===== src/hdl/ppiio_pkg.sv =====
// Shared constants, codes, line map and types of the PPI I/O card.
`timescale 1ns / 1ps
`default_nettype none

package ppiio_pkg;

   // Line count defaults and the fixed number of lines that map to port bits.
   localparam int NUM_LINES_DEF = 12;
   localparam int MAPPED_LINES  = 12;

   // Register offsets on the bus.
   localparam logic [1:0] PORT_A    = 2'd0;
   localparam logic [1:0] PORT_B    = 2'd1;
   localparam logic [1:0] PORT_C    = 2'd2;
   localparam logic [1:0] PORT_CTRL = 2'd3;

   // Request commands.
   localparam logic [1:0] CMD_READ  = 2'd0;
   localparam logic [1:0] CMD_WRITE = 2'd1;
   localparam logic [1:0] CMD_PULSE = 2'd2;
   localparam logic [1:0] CMD_TICK  = 2'd3;

   // CSR indexes.
   localparam int          CSR_IDX_W       = 3;
   localparam int          CSR_DATA_W      = 13;
   localparam logic [2:0]  CSR_IDLE_A      = 3'd0;
   localparam logic [2:0]  CSR_IDLE_B      = 3'd1;
   localparam logic [2:0]  CSR_IDLE_C      = 3'd2;
   localparam logic [2:0]  CSR_PIN_A       = 3'd3;
   localparam logic [2:0]  CSR_PIN_B       = 3'd4;
   localparam logic [2:0]  CSR_PIN_C       = 3'd5;
   localparam logic [2:0]  CSR_HOLD_TICKS  = 3'd6;

   // Reset values of the CSRs.
   localparam logic [7:0]  IDLE_A_RST      = 8'hFF;
   localparam logic [7:0]  IDLE_B_RST      = 8'hFF;
   localparam logic [7:0]  IDLE_C_RST      = 8'hF0;
   localparam logic [7:0]  PIN_RST         = 8'h00;
   localparam logic [12:0] HOLD_TICKS_RST  = 13'd100;

   // Hold length limits.
   localparam logic [12:0] HOLD_MIN        = 13'd1;
   localparam logic [12:0] HOLD_MAX        = 13'd5000;

   localparam int          MODE_SET_BIT    = 7;
   localparam logic [7:0]  READ_IDLE       = 8'hFF;

   // Line map: lines 0..3 are C4..C7, 4/5 are A6/A7, 6/7 are A0/A1, 8..11 are C0..C3.
   localparam logic [1:0] LINE_PORT [MAPPED_LINES] = '{
      PORT_C, PORT_C, PORT_C, PORT_C, PORT_A, PORT_A,
      PORT_A, PORT_A, PORT_C, PORT_C, PORT_C, PORT_C
   };
   localparam logic [2:0] LINE_BIT [MAPPED_LINES] = '{
      3'd4, 3'd5, 3'd6, 3'd7, 3'd6, 3'd7, 3'd0, 3'd1, 3'd0, 3'd1, 3'd2, 3'd3
   };

   typedef struct packed {
      logic [MAPPED_LINES-1:0] held;      // line currently driven asserted
      logic [MAPPED_LINES-1:0] released;  // line released since its port reloaded
   } line_status_type;

   function automatic logic [12:0] hold_len(input logic [12:0] ticks);
      logic [12:0] len;
      if (ticks < HOLD_MIN) begin
         len = HOLD_MIN;
      end else if (ticks > HOLD_MAX) begin
         len = HOLD_MAX;
      end else begin
         len = ticks;
      end
      return len;
   endfunction

endpackage

`default_nettype wire


===== src/hdl/ppiio_ifs.sv =====
// Request and response channel interfaces of the PPI I/O card.
`timescale 1ns / 1ps
`default_nettype none

interface ppiio_req_if;
   logic       valid;
   logic       ready;
   logic [1:0] command;
   logic [1:0] reg_offset;
   logic [7:0] write_data;
   logic [3:0] line_index;

   modport source (output valid, command, reg_offset, write_data, line_index,
                   input ready);
   modport sink   (input valid, command, reg_offset, write_data, line_index,
                   output ready);
endinterface

interface ppiio_rsp_if;
   logic        valid;
   logic        ready;
   logic [7:0]  read_data;
   logic [7:0]  latch_a;
   logic [7:0]  latch_b;
   logic [7:0]  latch_c;
   logic [11:0] held_lines;

   modport source (output valid, read_data, latch_a, latch_b, latch_c, held_lines,
                   input ready);
   modport sink   (input valid, read_data, latch_a, latch_b, latch_c, held_lines,
                   output ready);
endinterface

`default_nettype wire


===== src/hdl/ppi_io_card_with_line_hold_timers.sv =====
// Top level of the PPI I/O card: bus registers, input image, CSRs and response.
//
// Usage notes:
//  - req_bus carries one request per valid/ready handshake: a bus read, a bus
//    write, a line pulse or a timer tick. rsp_bus returns exactly one response
//    per request: the read byte (0xFF for the control register and for any
//    non-read), the three output latches and the held-line bitmap after the
//    request took effect.
//  - The response is registered: a request accepted at edge N shows its
//    response from edge N on. Throughput is one request per cycle unless
//    rsp_bus stalls. Each request needs one pass through decode and timers.
//  - The response register stalls only the request side: req_bus.ready is low
//    only while a response is held and rsp_bus.ready is low. The held
//    response, the latches and the hold counters stay frozen until it is taken.
//  - Reset (synchronous, active high) clears the latches and line timer flags,
//    loads the CSRs with their defaults (idle A/B 0xFF, idle C 0xF0, no pins,
//    hold 100 ticks) and empties the response register.
//  - The csr_ port writes one CSR per cycle with csr_we; index 7 is ignored.
//    An idle or pin write reloads that port's image; held lines stay asserted.
//  - The mode byte of a control write is not readable, so only its side
//    effect (clearing all latches) is kept.
`timescale 1ns / 1ps
`default_nettype none

module ppi_io_card_with_line_hold_timers #(
   parameter int NUM_LINES = ppiio_pkg::NUM_LINES_DEF
) (
   input  wire logic                             clock,
   input  wire logic                             reset,
   ppiio_req_if.sink                             req_bus,
   ppiio_rsp_if.source                           rsp_bus,
   input  wire logic                             csr_we,
   input  wire logic [ppiio_pkg::CSR_IDX_W-1:0]  csr_index,
   input  wire logic [ppiio_pkg::CSR_DATA_W-1:0] csr_wdata
);

   localparam int ACTIVE_LINES = (NUM_LINES < ppiio_pkg::MAPPED_LINES) ?
                                 NUM_LINES : ppiio_pkg::MAPPED_LINES;

   // CSRs
   logic [7:0]  idle_a_ff, idle_b_ff, idle_c_ff;
   logic [7:0]  pin_a_ff, pin_b_ff, pin_c_ff;
   logic [12:0] hold_ticks_ff;

   // bus state
   logic [7:0]  latch_a_ff, latch_a_in;
   logic [7:0]  latch_b_ff, latch_b_in;
   logic [7:0]  latch_c_ff, latch_c_in;

   // response register
   logic        rsp_valid_ff;
   logic [7:0]  read_data_ff, read_data_in;

   logic        req_ready;
   logic        accept;
   logic        pulse;
   logic        tick;
   logic [7:0]  image_a, image_b, image_c;
   logic [ppiio_pkg::MAPPED_LINES-1:0] reload_mask;
   logic        reload_hit;
   logic [1:0]  reload_port;
   ppiio_pkg::line_status_type line_status;

   // response register is free or being emptied this cycle
   assign req_ready     = !rsp_valid_ff || rsp_bus.ready;
   assign req_bus.ready = req_ready;
   assign accept        = req_bus.valid && req_ready;

   assign pulse = accept && (req_bus.command == ppiio_pkg::CMD_PULSE) &&
                  (req_bus.line_index < 4'(ACTIVE_LINES));
   assign tick  = accept && (req_bus.command == ppiio_pkg::CMD_TICK);

   // Input image: unheld, unreleased bits read idle xor pin; held lines read
   // inverse idle; lines released since the last reload read idle.
   always_comb begin
      image_a = idle_a_ff ^ pin_a_ff;
      image_b = idle_b_ff ^ pin_b_ff;
      image_c = idle_c_ff ^ pin_c_ff;
      for (int i = 0; i < ACTIVE_LINES; i++) begin
         if (ppiio_pkg::LINE_PORT[i] == ppiio_pkg::PORT_A) begin
            if (line_status.held[i]) begin
               image_a[ppiio_pkg::LINE_BIT[i]] = ~idle_a_ff[ppiio_pkg::LINE_BIT[i]];
            end else if (line_status.released[i]) begin
               image_a[ppiio_pkg::LINE_BIT[i]] = idle_a_ff[ppiio_pkg::LINE_BIT[i]];
            end
         end else begin
            if (line_status.held[i]) begin
               image_c[ppiio_pkg::LINE_BIT[i]] = ~idle_c_ff[ppiio_pkg::LINE_BIT[i]];
            end else if (line_status.released[i]) begin
               image_c[ppiio_pkg::LINE_BIT[i]] = idle_c_ff[ppiio_pkg::LINE_BIT[i]];
            end
         end
      end
   end

   // Bus decode: read data and latch updates.
   always_comb begin
      read_data_in = ppiio_pkg::READ_IDLE;
      latch_a_in   = latch_a_ff;
      latch_b_in   = latch_b_ff;
      latch_c_in   = latch_c_ff;
      if (req_bus.command == ppiio_pkg::CMD_READ) begin
         unique case (req_bus.reg_offset)
            ppiio_pkg::PORT_A:    read_data_in = image_a;
            ppiio_pkg::PORT_B:    read_data_in = image_b;
            ppiio_pkg::PORT_C:    read_data_in = image_c;
            ppiio_pkg::PORT_CTRL: read_data_in = ppiio_pkg::READ_IDLE;
         endcase
      end
      if (accept && (req_bus.command == ppiio_pkg::CMD_WRITE)) begin
         unique case (req_bus.reg_offset)
            ppiio_pkg::PORT_A: latch_a_in = req_bus.write_data;
            ppiio_pkg::PORT_B: latch_b_in = req_bus.write_data;
            ppiio_pkg::PORT_C: latch_c_in = req_bus.write_data;
            ppiio_pkg::PORT_CTRL: begin
               if (req_bus.write_data[ppiio_pkg::MODE_SET_BIT]) begin
                  // mode set clears every latch
                  latch_a_in = '0;
                  latch_b_in = '0;
                  latch_c_in = '0;
               end else begin
                  // port C bit set/reset
                  latch_c_in[req_bus.write_data[3:1]] = req_bus.write_data[0];
               end
            end
         endcase
      end
   end

   // Which port an idle or pin CSR write reloads.
   always_comb begin
      reload_hit  = 1'b0;
      reload_port = ppiio_pkg::PORT_A;
      unique case (csr_index)
         ppiio_pkg::CSR_IDLE_A, ppiio_pkg::CSR_PIN_A: begin
            reload_hit  = csr_we;
            reload_port = ppiio_pkg::PORT_A;
         end
         ppiio_pkg::CSR_IDLE_B, ppiio_pkg::CSR_PIN_B: begin
            reload_hit  = csr_we;
            reload_port = ppiio_pkg::PORT_B;
         end
         ppiio_pkg::CSR_IDLE_C, ppiio_pkg::CSR_PIN_C: begin
            reload_hit  = csr_we;
            reload_port = ppiio_pkg::PORT_C;
         end
         default: begin
            reload_hit  = 1'b0;
            reload_port = ppiio_pkg::PORT_A;
         end
      endcase
      for (int i = 0; i < ppiio_pkg::MAPPED_LINES; i++) begin
         reload_mask[i] = reload_hit && (ppiio_pkg::LINE_PORT[i] == reload_port);
      end
   end

   ppiio_line_timers #(
      .NUM_LINES (NUM_LINES)
   ) u_timers (
      .clock       (clock),
      .reset       (reset),
      .pulse       (pulse),
      .pulse_line  (req_bus.line_index),
      .tick        (tick),
      .hold_len    (ppiio_pkg::hold_len(hold_ticks_ff)),
      .reload_mask (reload_mask),
      .status      (line_status)
   );

   // CSRs
   always_ff @(posedge clock) begin
      if (reset) begin
         idle_a_ff     <= ppiio_pkg::IDLE_A_RST;
         idle_b_ff     <= ppiio_pkg::IDLE_B_RST;
         idle_c_ff     <= ppiio_pkg::IDLE_C_RST;
         pin_a_ff      <= ppiio_pkg::PIN_RST;
         pin_b_ff      <= ppiio_pkg::PIN_RST;
         pin_c_ff      <= ppiio_pkg::PIN_RST;
         hold_ticks_ff <= ppiio_pkg::HOLD_TICKS_RST;
      end else if (csr_we) begin
         unique case (csr_index)
            ppiio_pkg::CSR_IDLE_A:     idle_a_ff     <= csr_wdata[7:0];
            ppiio_pkg::CSR_IDLE_B:     idle_b_ff     <= csr_wdata[7:0];
            ppiio_pkg::CSR_IDLE_C:     idle_c_ff     <= csr_wdata[7:0];
            ppiio_pkg::CSR_PIN_A:      pin_a_ff      <= csr_wdata[7:0];
            ppiio_pkg::CSR_PIN_B:      pin_b_ff      <= csr_wdata[7:0];
            ppiio_pkg::CSR_PIN_C:      pin_c_ff      <= csr_wdata[7:0];
            ppiio_pkg::CSR_HOLD_TICKS: hold_ticks_ff <= csr_wdata;
            default: ;
         endcase
      end
   end

   // Latches and response. Latch and held-line state only change on an accepted
   // request, so the response shows them straight from their registers.
   always_ff @(posedge clock) begin
      if (reset) begin
         latch_a_ff   <= '0;
         latch_b_ff   <= '0;
         latch_c_ff   <= '0;
         rsp_valid_ff <= 1'b0;
      end else begin
         latch_a_ff <= latch_a_in;
         latch_b_ff <= latch_b_in;
         latch_c_ff <= latch_c_in;
         if (accept) begin
            rsp_valid_ff <= 1'b1;
         end else if (rsp_bus.ready) begin
            rsp_valid_ff <= 1'b0;
         end
      end
   end

   always_ff @(posedge clock) begin
      if (accept) begin
         read_data_ff <= read_data_in;
      end
   end

   assign rsp_bus.valid      = rsp_valid_ff;
   assign rsp_bus.read_data  = read_data_ff;
   assign rsp_bus.latch_a    = latch_a_ff;
   assign rsp_bus.latch_b    = latch_b_ff;
   assign rsp_bus.latch_c    = latch_c_ff;
   assign rsp_bus.held_lines = line_status.held;

endmodule

`default_nettype wire


===== src/hdl/ppiio_line_timers.sv =====
// Per-line hold counters with held and released flags.
`timescale 1ns / 1ps
`default_nettype none

module ppiio_line_timers #(
   parameter int NUM_LINES = ppiio_pkg::NUM_LINES_DEF
) (
   input  wire logic                               clock,
   input  wire logic                               reset,
   input  wire logic                               pulse,
   input  wire logic [3:0]                         pulse_line,
   input  wire logic                               tick,
   input  wire logic [12:0]                        hold_len,
   input  wire logic [ppiio_pkg::MAPPED_LINES-1:0] reload_mask,
   output ppiio_pkg::line_status_type              status
);

   localparam int ACTIVE_LINES = (NUM_LINES < ppiio_pkg::MAPPED_LINES) ?
                                 NUM_LINES : ppiio_pkg::MAPPED_LINES;

   for (genvar i = 0; i < ppiio_pkg::MAPPED_LINES; i++) begin : g_line
      if (i < ACTIVE_LINES) begin : g_timer
         logic [12:0] count_ff, count_in;
         logic        held_ff, held_in;
         logic        rel_ff, rel_in;
         logic [12:0] count_dec;

         assign count_dec = count_ff - 13'd1;

         always_comb begin
            count_in = count_ff;
            held_in  = held_ff;
            rel_in   = rel_ff;
            if (pulse && (pulse_line == 4'(i))) begin
               count_in = hold_len;
               held_in  = 1'b1;
            end else if (tick && held_ff) begin
               // held counters are never zero, so the decrement is safe
               count_in = count_dec;
               if (count_dec == 13'd0) begin
                  held_in = 1'b0;
                  rel_in  = 1'b1;
               end
            end
            if (reload_mask[i]) begin
               rel_in = 1'b0;
            end
         end

         always_ff @(posedge clock) begin
            count_ff <= count_in;
            if (reset) begin
               held_ff <= 1'b0;
               rel_ff  <= 1'b0;
            end else begin
               held_ff <= held_in;
               rel_ff  <= rel_in;
            end
         end

         assign status.held[i]     = held_ff;
         assign status.released[i] = rel_ff;
      end else begin : g_unused
         assign status.held[i]     = 1'b0;
         assign status.released[i] = 1'b0;
      end
   end

endmodule

`default_nettype wire


===== src/flat_wrapper.sv =====
// flat-port wrapper written by rule: the top's interface ports become plain ports
module ppi_io_card_with_line_hold_timers_flat 
#(
   parameter int NUM_LINES = ppiio_pkg::NUM_LINES_DEF
)
  (clock, reset, csr_we, csr_index, csr_wdata, req_bus_valid, req_bus_command, req_bus_reg_offset, req_bus_write_data, req_bus_line_index, req_bus_ready, rsp_bus_valid, rsp_bus_read_data, rsp_bus_latch_a, rsp_bus_latch_b, rsp_bus_latch_c, rsp_bus_held_lines, rsp_bus_ready);
  ppiio_req_if req_bus_i ();
  ppiio_rsp_if rsp_bus_i ();
  input  wire logic clock;
  input  wire logic reset;
  input  wire logic csr_we;
  input  wire logic [ppiio_pkg::CSR_IDX_W-1:0] csr_index;
  input  wire logic [ppiio_pkg::CSR_DATA_W-1:0] csr_wdata;
  input wire logic [$bits(req_bus_i.valid)-1:0] req_bus_valid;
  input wire logic [$bits(req_bus_i.command)-1:0] req_bus_command;
  input wire logic [$bits(req_bus_i.reg_offset)-1:0] req_bus_reg_offset;
  input wire logic [$bits(req_bus_i.write_data)-1:0] req_bus_write_data;
  input wire logic [$bits(req_bus_i.line_index)-1:0] req_bus_line_index;
  output wire logic [$bits(req_bus_i.ready)-1:0] req_bus_ready;
  output wire logic [$bits(rsp_bus_i.valid)-1:0] rsp_bus_valid;
  output wire logic [$bits(rsp_bus_i.read_data)-1:0] rsp_bus_read_data;
  output wire logic [$bits(rsp_bus_i.latch_a)-1:0] rsp_bus_latch_a;
  output wire logic [$bits(rsp_bus_i.latch_b)-1:0] rsp_bus_latch_b;
  output wire logic [$bits(rsp_bus_i.latch_c)-1:0] rsp_bus_latch_c;
  output wire logic [$bits(rsp_bus_i.held_lines)-1:0] rsp_bus_held_lines;
  input wire logic [$bits(rsp_bus_i.ready)-1:0] rsp_bus_ready;
  assign req_bus_i.valid = req_bus_valid;
  assign req_bus_i.command = req_bus_command;
  assign req_bus_i.reg_offset = req_bus_reg_offset;
  assign req_bus_i.write_data = req_bus_write_data;
  assign req_bus_i.line_index = req_bus_line_index;
  assign req_bus_ready = req_bus_i.ready;
  assign rsp_bus_valid = rsp_bus_i.valid;
  assign rsp_bus_read_data = rsp_bus_i.read_data;
  assign rsp_bus_latch_a = rsp_bus_i.latch_a;
  assign rsp_bus_latch_b = rsp_bus_i.latch_b;
  assign rsp_bus_latch_c = rsp_bus_i.latch_c;
  assign rsp_bus_held_lines = rsp_bus_i.held_lines;
  assign rsp_bus_i.ready = rsp_bus_ready;
  ppi_io_card_with_line_hold_timers #(.NUM_LINES(NUM_LINES)) u_core (.clock(clock), .reset(reset), .req_bus(req_bus_i), .rsp_bus(rsp_bus_i), .csr_we(csr_we), .csr_index(csr_index), .csr_wdata(csr_wdata));
endmodule

===== config.mk =====
export PLATFORM = sky130hd
export DESIGN_NAME = ppi_io_card_with_line_hold_timers_flat
export DESIGN_NICKNAME = d
export VERILOG_FILES = /design/src/hdl/ppiio_pkg.sv /design/src/hdl/ppiio_ifs.sv /design/src/hdl/ppi_io_card_with_line_hold_timers.sv /design/src/hdl/ppiio_line_timers.sv /design/src/flat_wrapper.sv
export SDC_FILE = /design/constraint.sdc
export NUM_CORES = 1
export LEC_CHECK = 0
export ABC_CLOCK_PERIOD_IN_PS = 3300
export BUFFER_PORTS_ARGS = -buffer_cell sky130_fd_sc_hd__buf_2
export CORE_ASPECT_RATIO = 0.5
export CORE_MARGIN = 2
export CORE_UTILIZATION = 44
export CTS_BUF_LIST = sky130_fd_sc_hd__clkbuf_4 sky130_fd_sc_hd__clkbuf_8
export DETAILED_ROUTE_END_ITERATION = 16
export GPL_TIMING_DRIVEN = 1
export PLACE_DENSITY = 0.67
export SLEW_MARGIN = 25
export SYNTH_ARGS = -nofsm -noshare
export SYNTH_HDL_FRONTEND = slang
export SYNTH_SLANG_ARGS = --single-unit
export TNS_END_PERCENT = 50

===== constraint.sdc =====
create_clock -name clock -period 3.3 [get_ports clock]
set_clock_uncertainty 0.05 [all_clocks]
set_input_delay 0 -clock clock [delete_from_list [all_inputs] [get_ports clock]]
set_output_delay 0 -clock clock [all_outputs]
set_load 0.02 [all_outputs]

* After elaboration in Yosys (flattened, before gate mapping)
Cells that the tools add are included.
Word-level totals: register bits after elaboration 274, input bits 37, output and inout port bits 46, word-level logic and storage cells 334
Cells by class: add/sub/neg operators 12, magnitude comparators 5, equality and inequality tests 25, mux-type cells 99, bitwise gates (word level) 27, reduce and logical (&&, ||, !) cells 118
Operators by type and width (count):
- $mux W13 | 26
- $logic_not A13 Y1 | 12
- $sub A13 B1 Y13 const B | 12
- $mux W1 | 64
- $reduce_bool A2 Y1 | 28
- $pmux W8 S2 | 3
- $reduce_and A3 Y1 | 14
- $reduce_and A2 Y1 | 20
- $logic_and A1 B1 Y1 | 32
- $pmux W8 S4 | 1
- $not A1 Y1 | 24
- $xor A8 B8 Y8 | 3
- $eq A4 B3 Y1 const B | 4
- $eq A4 B4 Y1 const B | 4
- $mux W8 | 2
- $gt A13 B13 Y1 const B | 1
- $lt A13 B1 Y1 const B | 1
- $eq A3 B3 Y1 const B | 3
- $bwmux W8 | 1
- $eq A2 B2 Y1 const B | 4
- $eq A4 B2 Y1 const B | 2
- $reduce_or A2 Y1 | 4
- $eq A3 B2 Y1 const B | 2
- $logic_not A2 Y1 | 3
- 15 further kinds | 16

* Depth between registers and ports, before layout
Gate-level depths: netlist of the first run.
depth after elaboration 8, mapped depth 9, mapped depth without buffers 8

* By module
Synthesis of the first run repeated with hierarchy kept, for this count alone.
Unflattened totals: cells, all modules 1862, area, all modules 16323.2 µm²
Modules (own cells, without submodules):
- ppiio_line_timers | instances 1, cells each 1332, area an instance 11881.4 µm², seq. area each 5165.0 µm²
- ppi_io_card_with_line_hold_timers | instances 1, cells each 530, area an instance 4441.8 µm², seq. area each 1961.9 µm²

* Worst setup path after synthesis of the first run
OpenSTA, ideal clock, no wires.
kind register -> register, start point register u_core.rsp_valid_ff (netlist: u_core.rsp_bus.valid), end point register u_core.u_timers.g_line[11].g_timer.count_ff[0], enable pin, setup time 0.341 ns, data arrival time 2.087 ns, required time 2.909 ns, path slack 0.821 ns, cell stages (with the launch flop) 8, buffers on the path 2, clock period less this slack 2.479 ns, path through dfxtp_1 nor2b_1 inv_2 and3_1 clkbuf_1 nand3_1 clkbuf_1 nand2_1
On the way: word-level cells in the longest chain between the ends 7, elaborated cells on any way between the ends 9, classes of those cells reduce/logical (9)
Ends and longest elaborated chain:
- start: declaration | line ppi_io_card_with_line_hold_timers.sv:51 | logic rsp_valid_ff;
- start signal: assignment | line ppi_io_card_with_line_hold_timers.sv:201 | rsp_valid_ff <= 1'b0;
- start signal: assignment | line ppi_io_card_with_line_hold_timers.sv:207 | rsp_valid_ff <= 1'b1;
- start signal: assignment | line ppi_io_card_with_line_hold_timers.sv:209 | rsp_valid_ff <= 1'b0;
- $logic_not A1 Y1 * | line ppi_io_card_with_line_hold_timers.sv:65 | assign req_ready = !rsp_valid_ff || rsp_bus.ready;
- $logic_or A1 B1 Y1 * | line ppi_io_card_with_line_hold_timers.sv:65
- named net req_bus_ready | line flat_wrapper.sv:19 | output wire logic [$bits(req_bus_i.ready)-1:0] req_bus_ready;
- $logic_and A1 B1 Y1 * | line ppi_io_card_with_line_hold_timers.sv:67 | assign accept = req_bus.valid && req_ready;
- $logic_and A1 B1 Y1 (2 in series) | line ppi_io_card_with_line_hold_timers.sv:69 | assign pulse = accept && (req_bus.command == ppiio_pkg::CMD_PULSE) &&
- $logic_and A1 B1 Y1 | line ppiio_line_timers.sv:34 | if (pulse && (pulse_line == 4'(i))) begin
- $reduce_bool A2 Y1 (no source line) *
- end signal: assignment | line ppiio_line_timers.sv:51 | count_ff <= count_in;
- end: declaration | line ppiio_line_timers.sv:23 | logic [12:0] count_ff, count_in;
The timed path passes the listed nets; every way through them passes the cells marked *. A chain may end at the register's enable or synchronous reset.

* Final worst setup path of the first run
start point register u_core.rsp_valid_ff (netlist: u_core.rsp_bus.valid), end point register u_core.u_timers.g_line[0].g_timer.count_ff[3], enable pin
On the way: word-level cells in the longest chain between the ends 7, elaborated cells on any way between the ends 9, classes of those cells reduce/logical (9)
Ends and longest elaborated chain:
- $logic_not A1 Y1 * | line ppi_io_card_with_line_hold_timers.sv:65
- $logic_or A1 B1 Y1 * | line ppi_io_card_with_line_hold_timers.sv:65
- $logic_and A1 B1 Y1 * | line ppi_io_card_with_line_hold_timers.sv:67
- named net u_core.accept | line ppi_io_card_with_line_hold_timers.sv:55 | logic accept;
- $logic_and A1 B1 Y1 (2 in series) | line ppi_io_card_with_line_hold_timers.sv:69
- $logic_and A1 B1 Y1 | line ppiio_line_timers.sv:34
- $reduce_bool A2 Y1 (no source line) *
- end signal: assignment | line ppiio_line_timers.sv:51
- end: declaration | line ppiio_line_timers.sv:23
Marked as above.

==> results.json, run 1 <==
{
  "synth_nets": 1799,
  "p_leak_nw": 6.57,
  "grt_pass1_wl_um": 66100,
  "htreeDepth": 2,
  "clock_path_buffers": 3,
  "fmax_mhz": 322,
  "place_area_sq_um": 16400,
  "critical_path.startpoint": "u_core.rsp_bus.valid",
  "drv_slew": 0,
  "dp_cells": 2231,
  "synth_edf_count": 164,
  "drive_above_1_share_pct": 12.0,
  "yosys-top-cells-count": "nand2_1, nor2_1, a21oi_1",
  "p_clk_share_pct": 42.7,
  "instances_no_fill": 2368,
  "fin_nets": 1919,
  "syn_inst": 1738,
  "drt_iter0_markers": 1132,
  "rsz0062_at_grt": "no",
  "powerDensity_nw_per_um2": 394,
  "cp_max_fo": 17,
  "clk_pin_slew_worst_paths_ps": 70,
  "p_int_mw": 5.33,
  "worstPathArrival_ps": 3250,
  "critPathKind": "reg -> reg",
  "die_area_sq_um": 36900,
  "period_minus_slack_ps": 3110,
  "synthSimpleGateAreaFrac_pct": 23.4,
  "portBuffers": 82,
  "wirelength_um": 42700,
  "cp_slowest_cell": "nor2_1",
  "gp_congestion": 0.881,
  "clk_latency_ps": 600,
  "synth-compound-area-share_pct": 14.0,
  "ant_nets": 0,
  "cts_sinks": 274,
  "cts_buffers": 43,
  "cts-root-buf": "clkbuf_8",
  "startpoint_type": "register",
  "synth_top_family_by_area": "simple AND/OR/NAND/NOR gates",
  "worstSetupEndpointType": "register",
  "crit_family": "simple AND/OR/NAND/NOR gates",
  "irDropWorstVdd_mv": 0.271,
  "start_util_pct": 44.8,
  "power.switching_mw": 1.70,
  "ys.flop_type": "edfxtp_1",
  "yosysTopAreaCell": "edfxtp_1",
  "relSlewSlack_pct": 29.4,
  "outcome": "finished clean",
  "comb_power_share_pct": 5.3,
  "synthAdderAreaFrac_pct": 1.94,
  "synthArstFlopShare_pct": 0,
  "antenna_cells": 0,
  "overflow": 0,
  "antenna_found_initial": 0,
  "vias": 13083,
  "yosysWarnings": 0,
  "pwr-share-seq_pct": 52.0,
  "fp.dieH_um": 137,
  "setup_viol": 0,
  "worst_pin_slew_ps": 1060,
  "firstDrtPassIters": 6,
  "synth-xor-area-share_pct": 7.96,
  "seq_area_frac_synth_pct": 45.9,
  "r2r_start": "u_core.rsp_bus.valid",
  "grtUsageTotal_pct": 22.7,
  "synth_area_sq_um": 15500,
  "cts_setup_buffers": 0,
  "post-synth-top-area-fraction_pct": 31.7,
  "netlist_top_cells_area": "edfxtp_1, dfxtp_1, nand2_1",
  "hold_start": "req_bus_write_data[6]",
  "required_ps": 3450,
  "drc": 0,
  "row_count": 48,
  "drv_cap": 0,
  "synth_most_common_cell": "nand2_1",
  "grt_pass1_vias": 12072,
  "pin_count": 83,
  "grt_start_max_net_pins": 42,
  "critPathBufInv": 0,
  "synth_seq_cells": 274,
  "finalHoldViolCount": 0,
  "finalCritPeriodShare_pct": 94.2,
  "final_area_sq_um": 17800,
  "area_delta_synth_final_pct": 15.0,
  "n_fill_cell": 3283,
  "sw_frac_of_total_pct": 24.2,
  "wire_per_inst_um": 18.0,
  "hold_path.class": "in -> reg",
  "routed_via_density": 5.52,
  "synth_cell_types": 73,
  "crit_path_cell_trace": "nor2b_1 -> nor2_1 -> nand3_1 -> nand2_1",
  "hpwl_um": 28800,
  "muxShareOfSynthArea_pct": 2.73,
  "avgSynthCellArea_sq_um": 8.93,
  "tritoncts": "built",
  "core-area_sq_um": 34600,
  "max_stage_delay_ps": 720,
  "tns_ps": 0,
  "die_w_um": 270
}
-- registers in the layout, summed over array words and instances (netlist names), 12 cells and up --
name / count
u_core.u_timers.g_line.g_timer.held_ff: 12
u_core.u_timers.g_line.g_timer.count_ff: 156
u_core.u_timers.g_line.g_timer.rel_ff: 12
u_core.hold_ticks_ff: 13
-- per-layer routing --
layer / GRT usage [%] / share of wire [%] / vias up
met5: 0 / 0 / -
met4: 5.80 / 1.6 / 0
met3: 3.47 / 6.4 / 55
met2: 37.1 / 45 / 388
met1: 31.7 / 47 / 6220
li1: - / - / 6420
-- power groups by stage --
| stage | combinational, mW | sequential [mW] | clock, mW |
|---|---|---|---|
| after floorplan | 0.182 | 3.73 | 0 |
| after global placement | 0.323 | 3.73 | 0 |
| after detailed placement | 0.325 | 3.73 | 0 |
| after CTS | 0.367 | 3.65 | 3.05 |
| after global routing | 0.402 | 3.65 | 3.20 |
| final | 0.374 | 3.65 | 3.00 |
-- cell families after synthesis --
kind of cell             after synthesis
AO/OA/AOI/OAI                        367
XOR/XNOR                             141
adder cells (fa/ha/maj)               24
buffers and inverters                153
flip-flops                           274
multiplexers                          42
AND/OR/NAND/NOR                      737
-- worst paths after layout --
check	end	slack, ps	cells past startpoint
worst max register to register	u_core.u_timers.g_line[0].g_timer.count_ff[3]	190	4
worst min-delay path	u_core.rsp_bus.latch_b[6]	150	4
worst min register to register	u_core.u_timers.g_line[3].g_timer.rel_ff	410	2
worst max-delay path	u_core.u_timers.g_line[0].g_timer.count_ff[3]	190	4
-- worst min-delay path, cell delays in order --
cell and delay, ps:
dlygate4sd3_1 520, buf_2 110, a31oi_1 60, nor2_1 70
-- cell usage in the layout, fill, tap and decap left out, types with 12 or more instances in the layout --
master,count
nor4_1,30
edfxtp_1,164
clkbuf_8,53
or3_1,12
ha_1,24
a31oi_1,20
xor2_1,73
o21a_1,14
xnor2_1,68
dfxtp_1,110
buf_4,42
o21ai_0,75
mux2i_1,40
o31ai_1,12
nor2b_1,18
dlygate4sd3_1,57
a21oi_1,175
nor4b_1,19
nand2_1,265
nor3_1,47
nor3b_1,15
buf_2,82
nand3_1,35
nand3b_1,22
nor2_1,181
inv_1,45
-- repair_timing --
action                                 in CTS  in global routing
endpoints found under the hold margin     110                  0
resized for setup                           0                  1
setup endpoints to repair                   0                  2
hold buffers                               57                  0
-- metrics by stage --
step                      power, mW  hold slack [ps]  setup slack [ps]  utilization, %
after floorplan                3.91             73.9               821               -
after global placement         4.05              213               512            47.3
after detailed placement       4.05              215               424            47.3
after CTS                      7.07              120               206            51.6
after global routing           7.26              183               146            51.6
final                          7.03              152               193            51.6
-- area by class of cell --
type / count / area, sq um / share of cell area [%]
timing repair buffer: 181 / 1300 / 7.26
clock buffer: 62 / 797 / 4.47
clock inverter: 18 / 87.6 / 0.491
sequential: 274 / 7130 / 39.9
inverter: 47 / 176 / 0.989
tap: 475 / 594 / 3.33
multi-input combinational: 1311 / 7760 / 43.5
(Power assumes the default switching activity.)
==> inputs of run 2 (changes only) <==
Settings changed: ABC_CLOCK_PERIOD_IN_PS 3300 to 2750, GPL_TIMING_DRIVEN 1 to 0, PLACE_DENSITY 0.67 to 0.69.
Clock period 3.3 ns to 2.75 ns, I/O delays scaled along.
==> run 2 against run 1 <==
Net effect:
- cell count grew 1.7%
- sequential share of layout area decreased by 0.51 points
- power rose by 23%
- sequential power increased by 20%
- sequential cell count unchanged
- design area is 1.3% higher
- clock power increased by 27%
==> results.json, run 2 (synthesized netlist as in run 1, its figures left out) <==
{
  "worst_hold_path.num_cells": 5,
  "grt_pass1_wl_um": 69600,
  "r2r_start": "u_core.u_timers.g_line[10].g_timer.count_ff[3]",
  "r2r_end": "u_core.u_timers.g_line[10].g_timer.rel_ff",
  "antenna_found_initial": 1,
  "top_regs": "u_core.u_timers.g_line.g_timer.count_ff (156), u_core.hold_ticks_ff (13)",
  "p_leak_nw": 6.58,
  "hold_start": "req_bus_line_index[2]",
  "p_int_mw": 6.65,
  "clk_pin_slew_worst_paths_ps": 70,
  "critPathBufInv": 0,
  "final_cell_mix": "nand2_1, nor2_1, a21oi_1, edfxtp_1, dfxtp_1",
  "outcome": "finished clean",
  "grt_use_met3_pct": 4.11,
  "crit_family": "simple AND/OR/NAND/NOR gates",
  "power.switching_mw": 2.01,
  "cp_max_fo": 8,
  "worst_pin_slew_ps": 1010,
  "start_util_pct": 44.8,
  "row_count": 48,
  "cts_buffers": 43,
  "drc": 0,
  "drv_cap": 0,
  "portBuffers": 80,
  "vias": 13569,
  "tns_ps": 0,
  "htreeDepth": 2,
  "firstDrtPassIters": 6,
  "setup_viol": 0,
  "clock_path_buffers": 3,
  "core-area_sq_um": 34600,
  "cts_sinks": 274,
  "reg2reg_depth": 5,
  "worstPathArrival_ps": 3140,
  "fin_nets": 1964,
  "hpwl_um": 30800,
  "final_common_cell": "nand2_1",
  "rsz0062_at_grt": "yes",
  "relSlewSlack_pct": 32.6,
  "die_area_sq_um": 36900,
  "ant_nets": 0,
  "pin_count": 83,
  "cp_slowest_cell": "a2111oi_0",
  "drt_iter0_markers": 1288,
  "timing.hold.ws_ps": 37.1,
  "antenna_cells": 0,
  "tritoncts": "built",
  "cts-root-buf": "clkbuf_8",
  "max_stage_delay_ps": 760,
  "required_ps": 3220,
  "rrSetupSlack_ps": 80,
  "startpoint_type": "register",
  "worstSetupEndpointType": "register",
  "pwr-share-seq_pct": 50.7,
  "regMostFlops": "u_core.u_timers.g_line.g_timer.count_ff",
  "met2_usage_pct": 37.4,
  "wirelength_um": 45100,
  "routed_via_density": 5.63,
  "critPathKind": "reg -> reg",
  "finalHoldViolCount": 0,
  "drive_above_1_share_pct": 12.7,
  "p_clk_share_pct": 44.0,
  "dp_slack_ps": -716,
  "fmax_mhz": 375,
  "area_delta_synth_final_pct": 16.5,
  "comb_power_share_pct": 5.4,
  "met1_usage_pct": 33.8,
  "crit_path_cell_trace": "nor4_4 -> nand2_1 -> or4b_1 -> a2111oi_0 -> o21a_1",
  "hold_path_end": "u_core.u_timers.g_line[4].g_timer.held_ff",
  "wire_per_inst_um": 18.7,
  "grtUsageTotal_pct": 23.9,
  "sw_frac_of_total_pct": 23.2,
  "finalCritPeriodShare_pct": 97.0,
  "instances_no_fill": 2409,
  "largest_reg_flops": 156,
  "period_minus_slack_ps": 2670,
  "fp.dieH_um": 137,
  "die_w_um": 270,
  "n_fill_cell": 3216,
  "busiest_layer": "met2",
  "grt_pass1_vias": 12533,
  "gp_congestion": 0.922,
  "clk_latency_ps": 570,
  "p_total_mw": 8.66,
  "powerDensity_nw_per_um2": 479,
  "overflow": 0,
  "setup_slack_ps": 81.2,
  "multi_input_area_sq_um": 7940,
  "dp_cells": 2293,
  "drv_slew": 0,
  "hold_path.class": "in -> reg",
  "irDropWorstVdd_mv": 0.292,
  "grt_start_max_net_pins": 14,
  "ff_latch_area_sq_um": 7130
}
run 2: what timing repair did:
| item | 4_1_cts | 5_1_grt |
|---|---|---|
| buffers inserted | 0 | 2 |
| resized for setup | 26 | 28 |
| setup endpoints to repair | 228 | 157 |
| pin swaps | 0 | 1 |
| hold endpoints to repair | 95 | 0 |
| hold buffers | 42 | 0 |
run 2: layout make-up:
| class | instances | share of cell area, % |
|---|---|---|
| plain buffers | 102 | 2.60 |
| clock buffers | 74 | 4.98 |
| clock inverters | 2 | 0.194 |
| flip-flops and latches | 274 | 39.4 |
| well taps | 475 | 3.29 |
| inverters | 47 | 0.976 |
| multi-input cells | 1311 | 43.9 |
| repair buffers | 124 | 4.62 |
run 2: power by group through the flow:
stage / logic (mW) / registers, mW / clock network, mW
after floorplan: 0.218 / 4.47 / 0
after global placement: 0.401 / 4.47 / 0
after detailed placement: 0.407 / 4.47 / 0
after CTS: 0.452 / 4.38 / 3.85
after global routing: 0.497 / 4.39 / 4.03
final: 0.464 / 4.39 / 3.81
run 2: worst max path at each step:
stage                     slack (ps)                                              to  cells after the start                                           start
after floorplan                  270  u_core.u_timers.g_line[11].g_timer.count_ff[0]                      7                            u_core.rsp_bus.valid
after global placement          -730   u_core.u_timers.g_line[1].g_timer.count_ff[9]                      5                            u_core.rsp_bus.valid
after detailed placement        -720   u_core.u_timers.g_line[3].g_timer.count_ff[4]                      8                         u_core.hold_ticks_ff[6]
after CTS                         10        u_core.u_timers.g_line[5].g_timer.rel_ff                      9   u_core.u_timers.g_line[5].g_timer.count_ff[0]
after global routing             -10   u_core.u_timers.g_line[8].g_timer.count_ff[1]                      7                         u_core.hold_ticks_ff[6]
final                             80       u_core.u_timers.g_line[10].g_timer.rel_ff                      5  u_core.u_timers.g_line[10].g_timer.count_ff[3]
run 2: stage by stage:
stage | cell area, sq um | util, %
finish | 18100 | 52.3
global route | 18100 | 52.3
CTS | 18000 | 51.9
detailed placement | 16500 | 47.8
global placement | 16500 | 47.7
floorplan | 15500 | -
run 2: metal layers:
metal / vias to the layer above / part of all wire [%]
li1: 6523 / -
met1: 6419 / 45
met2: 535 / 44
met3: 92 / 8.2
met4: 0 / 2.6
met5: - / 0
run 2: tightest hold or removal path: stages:
cell and delay [ps]:
buf_2 120, nand4bb_1 160, nor3_4 110, a21oi_1 160, nor3_1 60
==> inputs of run 3 (changes only) <==
Settings changed: CELL_PAD_IN_SITES_DETAIL_PLACEMENT set to 1, CELL_PAD_IN_SITES_GLOBAL_PLACEMENT set to 1, CORE_UTILIZATION 44 to 45, PLACE_DENSITY 0.69 to 0.85.
==> run 3 against run 2 <==
Net effect:
- critical path depth unchanged
- combinational power grew 5.6%
- clock-buffer cell count decreased by 7
- sequential cell count stayed put
- power is 0.78% higher
- wire length grew 17%
- non-clock buffer count increased by 9
- first-iteration DRC count is 14% lower
- die area fell by 2.2%
- core utilization up 0.75 points
- critical path type unchanged
- largest power group unchanged
==> results.json, run 3 (synthesized netlist as in run 1, its figures left out) <==
{
  "outcome": "finished clean",
  "period_minus_slack_ps": 2650,
  "dp_slack_ps": -666,
  "clk_pin_slew_worst_paths_ps": 70,
  "regMostFlops": "u_core.u_timers.g_line.g_timer.count_ff",
  "setup_viol": 0,
  "ant_nets": 0,
  "routed_via_density": 5.90,
  "startpoint_type": "register",
  "portBuffers": 80,
  "fp.dieH_um": 135,
  "htreeDepth": 2,
  "critPathKind": "reg -> reg",
  "r2r_start": "u_core.rsp_bus.valid",
  "finalHoldViolCount": 0,
  "pin_count": 83,
  "setup_slack_ps": 99.3,
  "worst_pin_slew_ps": 1090,
  "antenna_cells": 0,
  "n_fill_cell": 4052,
  "vias": 14139,
  "required_ps": 2910,
  "drive_above_1_share_pct": 13.4,
  "area_delta_synth_final_pct": 17.0,
  "row_count": 48,
  "top_regs": "u_core.u_timers.g_line.g_timer.count_ff (156), u_core.hold_ticks_ff (13)",
  "worstSetupEndpointType": "register",
  "wire_per_inst_um": 22.0,
  "powerDensity_nw_per_um2": 481,
  "start_util_pct": 45.3,
  "die_area_sq_um": 36100,
  "cts_sinks": 274,
  "cp_max_fo": 13,
  "worstPathArrival_ps": 2810,
  "hold_start": "req_bus_line_index[3]",
  "antenna_found_initial": 0,
  "largest_reg_flops": 156,
  "instances_no_fill": 2398,
  "wirelength_um": 52600,
  "drc": 0,
  "cts-root-buf": "clkbuf_8",
  "grt_pass1_vias": 14093,
  "final_cell_mix": "nand2_1, nor2_1, a21oi_1, edfxtp_1, dfxtp_1",
  "tritoncts": "built",
  "fmax_mhz": 377,
  "core-area_sq_um": 34200,
  "drv_slew": 0,
  "irDropWorstVdd_mv": 0.346,
  "finalCritPeriodShare_pct": 96.4,
  "drv_cap": 0,
  "clk_latency_ps": 600,
  "rsz0062_at_grt": "yes",
  "drt_iter0_markers": 1108,
  "overflow": 0,
  "grt_pass1_wl_um": 80900,
  "die_w_um": 267,
  "fin_nets": 1974,
  "grtUsageTotal_pct": 28.8,
  "final_common_cell": "nand2_1",
  "hpwl_um": 34500,
  "critical_path.startpoint": "u_core.rsp_bus.valid",
  "relSlewSlack_pct": 26.9,
  "hold_path.class": "in -> reg",
  "clock_path_buffers": 3,
  "dp_cells": 2270,
  "firstDrtPassIters": 5,
  "gp_congestion": 0.865,
  "grt_start_max_net_pins": 14,
  "p_leak_nw": 6.62,
  "cts_buffers": 44
}
==> run 3: changes by cell type in the layout (fill, tap and decap cells not counted), moves of 3 or more <==
| cell | previous run | this run |
|---|---|---|
| buf_4 | 14 | 21 |
| clkinv_2 | 1 | 5 |
| clkbuf_4 | 22 | 16 |
| clkbuf_2 | 10 | 13 |
| clkinv_1 | 0 | 6 |
==> run 3: cell type report <==
class / instances / area (sq um) / share of cell area (%)
buffer: 103 / 477 / 2.63
clock buffer: 67 / 841 / 4.63
clock inverter: 14 / 92.6 / 0.510
inverter: 47 / 176 / 0.972
multi-input combinational: 1311 / 7970 / 43.9
sequential: 274 / 7130 / 39.3
tap: 450 / 563 / 3.10
timing repair buffer: 132 / 895 / 4.93
==> run 3: routing by layer <==
layer	wire (um)	global-route usage, %
met1	22700	38.9
met5	0	0
met2	24600	46.9
met4	1290	8.80
met3	4030	5.54
==> run 3: path summary, 6_finish.rpt <==
kind | end | slack, ps | cells after the start
setup / recovery | u_core.u_timers.g_line[0].g_timer.count_ff[3] | 100 | 5
hold / removal | u_core.u_timers.g_line[6].g_timer.held_ff | 40 | 5
setup reg to reg | u_core.u_timers.g_line[0].g_timer.count_ff[3] | 100 | 5
hold reg to reg | u_core.pin_c_ff[2] | 410 | 2
==> run 3: worst max-delay path: stages, from the launching register on <==
cell      delay, ps
dfxtp_1         320
nor2b_4         170
nor2_4          440
nand3_1         400
clkbuf_1        340
nand2_1         540
==> run 3: through the flow <==
stage          setup TNS [ps]  total power, mW  instance area [sq um]  hold WS, ps  utilization [%]
2_1_floorplan               0             4.69                  15500         73.9                -
3_3_place_gp           -81870             4.88                  16500          198             48.1
3_5_place_dp           -79110             4.89                  16500          208             48.2
4_1_cts                     0             8.72                  18000         2.09             52.5
5_1_grt                 -19.3             8.95                  18100         49.6             53.0
6_report                    0             8.72                  18100         35.1             53.0
==> run 3: what timing repair did <==
item / CTS / global route
hold buffers: 41 / 0
resized for setup: 36 / 27
endpoints found under the setup margin: 253 / 70
buffers inserted: 0 / 8
endpoints found under the hold margin: 96 / 0
==> run 3: power by group <==
| group | total, mW | internal [mW] | leakage [nW] | switching [mW] |
|---|---|---|---|---|
| registers | 4.39 | 4.35 | 2.35 | 0.0356 |
| logic | 0.490 | 0.160 | 3.78 | 0.330 |
| clock network | 3.85 | 2.05 | 0.491 | 1.80 |
